### src/rtl/mse_pkg.sv
// Shared types, codes and fixed-point helpers of the multi-segment envelope unit.
package mse_pkg;

    // Item modes on the input channel.
    localparam logic [1:0] MODE_SAMPLE = 2'd0;
    localparam logic [1:0] MODE_LOAD   = 2'd1;
    localparam logic [1:0] MODE_NOTE   = 2'd2;

    // Combine modes; every other code adds.
    localparam logic [1:0] CMB_MUL = 2'd0;
    localparam logic [1:0] CMB_SET = 2'd1;

    // Segment shapes; every other code steps linearly.
    localparam logic [1:0] SHAPE_DECAY = 2'd1;
    localparam logic [1:0] SHAPE_RISE  = 2'd2;

    // Configuration register indexes.
    localparam logic [1:0] CFG_COMBINE_MODE  = 2'd0;
    localparam logic [1:0] CFG_INITIAL_LEVEL = 2'd1;
    localparam logic [1:0] CFG_SEGMENT_COUNT = 2'd2;

    // 1.0 in unsigned Q7.24.
    localparam logic [30:0] ONE_Q24 = 31'h0100_0000;

    typedef struct packed {
        logic [1:0]         mode;
        logic signed [31:0] sample;
        logic [3:0]         seg_index;
        logic [23:0]        seg_time;
        logic signed [31:0] seg_target;
        logic signed [31:0] seg_delta;
        logic [30:0]        seg_mult;
        logic [30:0]        seg_scale;
        logic [1:0]         seg_shape;
    } t_in_word;

    typedef struct packed {
        logic signed [31:0] sample_out;
        logic               finished;
    } t_out_word;

    // One segment table entry without its length.
    typedef struct packed {
        logic signed [31:0] target;
        logic signed [31:0] delta;
        logic [30:0]        mult;
        logic [30:0]        scale;
        logic [1:0]         shape;
    } t_seg_entry;

    typedef enum logic [3:0] {
        ST_IDLE,
        ST_NOTE,
        ST_ADV,
        ST_ENTER,
        ST_MUL_A,
        ST_MUL_B,
        ST_CURVE,
        ST_DELTA,
        ST_LEVEL,
        ST_OUT
    } t_state;

    // Clamp a wide signed value to 32 bits.
    function automatic logic signed [31:0] sat_q(input logic signed [39:0] v);
        logic signed [31:0] r;
        if (v > 40'sh00_7FFF_FFFF) begin
            r = 32'sh7FFF_FFFF;
        end else if (v < -40'sh00_8000_0000) begin
            r = -32'sh8000_0000;
        end else begin
            r = v[31:0];
        end
        return r;
    endfunction

    // Q8.24 product: drop 24 fraction bits (floor), then saturate.
    function automatic logic signed [31:0] mul_q(input logic signed [63:0] p);
        logic signed [39:0] q;
        q = p[63:24];
        return sat_q(q);
    endfunction

    // Saturating sum of two Q8.24 values.
    function automatic logic signed [31:0] add_q(input logic signed [31:0] a,
                                                 input logic signed [31:0] b);
        logic signed [32:0] s;
        s = {a[31], a} + {b[31], b};
        return sat_q({{7{s[32]}}, s});
    endfunction

    // Saturating difference of a Q8.24 value and an unsigned multiplier.
    function automatic logic signed [31:0] sub_q(input logic signed [31:0] a,
                                                 input logic [30:0] b);
        logic signed [32:0] s;
        s = {a[31], a} - {2'b00, b};
        return sat_q({{7{s[32]}}, s});
    endfunction

endpackage

### src/rtl/mse_seg_mem.sv
// Segment table: one write port, one read port with registered read data.
module mse_seg_mem
    import mse_pkg::*;
#(
    parameter int DEPTH = 16,
    parameter int AW    = 4,
    parameter int DW    = 152
) (
    input  logic          i_clk,
    input  logic          i_wr_en,
    input  logic [AW-1:0] i_wr_addr,
    input  logic [DW-1:0] i_wr_data,
    input  logic          i_rd_en,
    input  logic [AW-1:0] i_rd_addr,
    output logic [DW-1:0] o_rd_data
);

    logic [DW-1:0] mem [DEPTH];
    logic [DW-1:0] r_rd_data;

    // Write port.
    always_ff @(posedge i_clk) begin
        if (i_wr_en) begin
            mem[i_wr_addr] <= i_wr_data;
        end
    end

    // Read port; the data holds until the next read.
    always_ff @(posedge i_clk) begin
        if (i_rd_en) begin
            r_rd_data <= mem[i_rd_addr];
        end
    end

    assign o_rd_data = r_rd_data;

endmodule

### config.mk
export PLATFORM = sky130hd
export DESIGN_NAME = mse_seg_mem
export DESIGN_NICKNAME = d
export VERILOG_FILES = /design/src/rtl/mse_pkg.sv /design/src/rtl/mse_seg_mem.sv
export SDC_FILE = /design/constraint.sdc
export NUM_CORES = 2
export LEC_CHECK = 0
export ABC_AREA = 0
export ABC_CLOCK_PERIOD_IN_PS = 11700
export BUFFER_PORTS_ARGS = -buffer_cell sky130_fd_sc_hd__clkbuf_2
export CAP_MARGIN = 30
export CORE_ASPECT_RATIO = 0.8
export CORE_MARGIN = 3
export CORE_UTILIZATION = 40
export CTS_BUF_LIST = sky130_fd_sc_hd__clkbuf_4 sky130_fd_sc_hd__clkbuf_8 sky130_fd_sc_hd__clkbuf_16
export DETAILED_ROUTE_END_ITERATION = 16
export SYNTH_ARGS = -nofsm -noshare
export SYNTH_HDL_FRONTEND = slang
export SYNTH_SLANG_ARGS = --single-unit
### constraint.sdc
create_clock -name i_clk -period 11.7 [get_ports i_clk]
set_clock_uncertainty 0.15 [all_clocks]
set_input_delay 0.585 -clock i_clk [delete_from_list [all_inputs] [get_ports i_clk]]
set_output_delay 0.585 -clock i_clk [all_outputs]
set_load 0.005 [all_outputs]
# --- After elaboration in Yosys (flattened, before gate mapping) ---
# Memories as Yosys holds them, arrays and structs flattened. A register that Yosys moved wholly into a read port is not among the register bits.
# Index checks and enable logic that the tools add are counted.
# W data, S select, Z words.
totals:
  ff_bits: 0
  ramBits: 2432
  in_bits: 163
  mem_count: 1
classes:
  n_mux: 2
mem_list:
  columns: ["memory", "depth", "width", "rd", "rd_clocked_by_memory_dff", "wr", "line_no", "text"]
  rows:
  - ["mem", 16, 152, 1, 1, 1, "mse_seg_mem.sv:18", "logic [DW-1:0] mem [DEPTH];"]
op_table:
  columns: ["operator", "n"]
  rows:
  - ["$mux W1", 2]

# --- Depth between registers and ports, before layout ---
logic_depth:
  ltp_word: 2
  depth_mapped: 8
  mapped_depth_nobuf: 3

# --- Worst setup path after synthesis ---
# Ideal clock, no wire load.
synth_path:
  path_kind: "in2reg"
  start: "in i_wr_addr[2]"
  end: "mem mem[0][0] (enable)"
  setup_ps: 852
  t_arrival_ps: 11347
  required_ps: 10698
  setup_slack_ps: -649
  stages: 2
  path_buffers: 0
  cell_sequence: "or3b_2 -> nor3_1"
synth_lines:
  columns: ["element", "line_no", "text"]
  rows:
  - ["start: declaration", "mse_seg_mem.sv:11", "input logic [AW-1:0] i_wr_addr,"]
  - ["end: declaration", "mse_seg_mem.sv:18", null]
# Straight into the memory's write port.

# --- Worst setup path after layout ---
layout_path:
  start: "in i_wr_addr[2]"
  end: "mem mem[3][98] (enable)"
# Straight into the memory's write port.

==> results by stage <==
Drt:
- Using the TritonRoute via totals, the vias-per-cell ratio works out to 5.61.
- Summed over all nets, wire length on met3 after detailed routing comes to between 15,000 and 20,000 microns.
- The aggregate routed wire length is 235,000 microns.
- The number of iterations in the first detailed-routing pass is 5.
- The residual antenna-violating net count after detailed routing is 0.
- The routed design uses 111,000 microns of met2 wire.
- After detailed routing, the wire length on met1 is 102,000 microns.
- The top metal layer carrying routed signals is met5.
- The count of routing violations after the opening detailed-route iteration is 4,805.
- Detailed routing inserted a total of 44,700 vias.
- The post-route DRC violation count is 0.
- The detailed-route wire length per cell is 29.5 microns.

Final layout:
- For this run, the number of standard cells in the final layout without fillers is 7,972.
- The area growth from synthesis to layout is 16.4%.
- The final design instance area without fill is 112,000 sq um.
- In the final layout, the share of cells above drive strength 1 is 0.309.
- For this run, the share of the core covered by cells in the final layout is 0.469.
- The leading cell type in the layout, fill and taps excluded is sky130_fd_sc_hd__edfxtp_1.
- The final layout contains roughly 4,800 nets.
- The library cells used most frequently in the layout, excluding fill and tap cells, are 2,584 x sky130_fd_sc_hd__edfxtp_1, 569 x sky130_fd_sc_hd__mux4_2, 309 x sky130_fd_sc_hd__clkbuf_2, 287 x sky130_fd_sc_hd__clkbuf_16, 259 x sky130_fd_sc_hd__a22oi_1.

Clock network:
- Clock tree synthesis selected as its root buffer the cell sky130_fd_sc_hd__clkbuf_16.
- The number of clock buffers inserted by TritonCTS is 278.
- The number of sinks on the clock net is about 2,600.
- The H-tree depth is 5.
- The clock insertion delay at the later pin of the skew report is 0.91 ns.
- The clock transition time at the flip-flop clock pins of the worst setup and hold paths is 0.06 ns.
- The clock tree from TritonCTS is built.
- The maximum number of buffers from clock root to sink is 4.

Timing:
- Setup violations remaining at the end of the flow were counted as 0.
- Final hold analysis gives a worst-case slack of 0.0891 ns.
- The max-slew violation total from the final report is 0.
- The worst relative slew slack is 0.282.
- The final number of hold-violating endpoints is 0.
- The highest clock rate is 293 MHz.
- The pin slew with the least headroom to its limit is 1.08 ns.
- Setup repair after global routing left no endpoint under its margin.
- In the finished design, the share of the clock period the worst path needs comes to 0.292.
- The shortest period the worst path allows is 3.42 ns.
- For the final routed database, the setup TNS stands at 0 ns.
- The final worst slack is 8.28 ns.

GRT:
- The initial antenna violation count is 34.
- The pin count of the biggest net entering global routing is 146.
- The wire length of the first global-routing pass is 337,000 microns.
- The number of global-route vias before repair was 45,700.
- The all-layer global routing usage is 0.189.
- The remaining global-route overflow is 0.

Pwr:
- In this run the power spent charging and discharging nets is 4.04 mW.
- The share of total power dissipated in the clock network is 0.418.
- Of the total power, combinational logic draws 0.048.
- The share of total power dissipated in sequential elements is 0.533.
- The power density over the cells is 176 nW/um^2.
- Of the total power, the share spent switching nets is 0.205.
- The analysis attributes to cell leakage a power of roughly 36 nW.
- The overall power after layout is about 20 mW.
- Across the VDD grid, the largest voltage drop is between 100 and 150 uV.
- The internal portion of the total power is 15.7 mW.

Floorplanning:
- In this run the core area contains 160 standard-cell rows.
- The number of ports placed on the die boundary is 315.
- The core area is 238,000 sq um.
- The die covers 246,000 sq um.
- The starting density of the core is 0.403.
- The die extent in y is 444 microns.
- The floorplan die width is 554 microns.

Logic synthesis:
- The sequential share of the synthesized area is 0.808.
- A synthesized cell averages ~24 sq um.
- The number of nets handed over by synthesis was between 4,000 and 5,000.
- The mapped netlist covers between 90,000 and 100,000 sq um.
- The count of cell types in the netlist is 27.
- Yosys printed 0 warnings.
- The number of flip-flops and latches in the synthesized netlist is 2,584.
- The number of instances in the synthesized netlist is between 3,000 and 4,000.

Place:
- At the end of routability-driven placement, the weighted congestion stood at 0.706.
- The placed instance area is 102,000 sq um.
- Detailed placement finished with a half-perimeter wire length of 114,000 microns.
- The placement-stage worst setup slack is 7.29 ns.
- Once placement completed, the tool counted placed cells totaling 7,332.
- The number of input and output port buffers inserted is 314.

Outcome:
- The run finished with clean final reports.

Setup path:
- Of all nets on the critical path, the largest fanout is 40.
- The category of the worst setup path launch point is an input port.
- STA puts the critical path data required time at approximately 12 ns.
- STA puts the critical path data arrival time at 3.76 ns.
- The critical path capture point type is a flop.
- The critical path is of the in2reg type.

Hold path:
- The tightest min-delay check is of the in2reg type.

Run:
- The number of max-capacitance violations reported is 0.
cell families after synthesis:
| group | count (synthesis) | share of synthesized area |
|---|---|---|
| flip-flops | 2584 | 0.808 |
| AND/OR/NAND/NOR | 191 | 0.00907 |
| buffers and inverters | 207 | 0.0123 |
| multiplexers | 666 | 0.145 |
| AO/OA/AOI/OAI | 324 | 0.0254 |
path summary, 6_finish.rpt:
kind	from	endpoint	slack, ns	cells after the start
worst min register to register	mem[5][150]$_DFFE_PP_	o_rd_data[150]$_DFFE_PP_	0.57	3
worst max register to register	mem[0][128]$_DFFE_PP_	o_rd_data[128]$_DFFE_PP_	9.94	3
worst min-delay path	i_rd_en	o_rd_data[135]$_DFFE_PP_	0.09	1
worst max-delay path	i_wr_addr[2]	mem[3][98]$_DFFE_PP_	8.28	6
cell type report:
type	instances	area (sq um)
tap	3159	3950
clock buffer	337	7560
antenna	20	50.0
multi-input combinational	1181	17400
timing repair buffer	565	4250
fill	19500	127000
clock inverter	126	903
sequential	2584	77600
registers in the layout (all words and copies together), names as in the netlist:
name and flops:
mem 2432, o_rd_data 152
Yosys cell counts (all sizes together):
master	n	area (sq um)
a221oi	13	114
a22oi	259	1940
and2	3	18.8
buf	144	940
clkbuf	63	236
edfxtp	2584	77600
mux2	72	841
mux2i	25	250
mux4	569	12800
nand2	115	432
nand2b	17	106
nand3	1	5.00
nand3b	2	15.0
nor2	15	58.8
nor2b	32	200
nor3	4	20.0
o21ai	20	100
o221ai	26	228
o22a	6	52.6
or2	1	6.26
or3b	1	8.76
per-layer routing:
layer / up-vias / GRT usage
met3: 372 / 0.0390
met4: 8 / 0.0492
met5: - / 0
li1: 18400 / -
met1: 24300 / 0.276
met2: 1644 / 0.293
power by group through the flow:
stage	sequential (mW)	combinational, mW	clock, mW
after floorplan	10.7	0.505	0
after global placement	10.7	0.901	0
after detailed placement	10.7	0.918	0
after CTS	10.5	0.972	8.43
after global routing	10.5	1.03	8.80
final	10.5	0.955	8.24
worst max-delay path, stage by stage:
cell                       delay [ns]
sky130_fd_sc_hd__clkbuf_2        0.11
sky130_fd_sc_hd__or3b_2          0.60
sky130_fd_sc_hd__nor2_4          0.11
sky130_fd_sc_hd__buf_4           0.64
sky130_fd_sc_hd__buf_4           0.81
sky130_fd_sc_hd__buf_4           0.81
timing repair:
item,4_1_cts,5_1_grt
resized for setup,0,0
hold buffers,152,0
setup buffers,0,0
endpoints found under the hold margin,2432,0
Note: power is estimated with default switching activity, not from simulation.
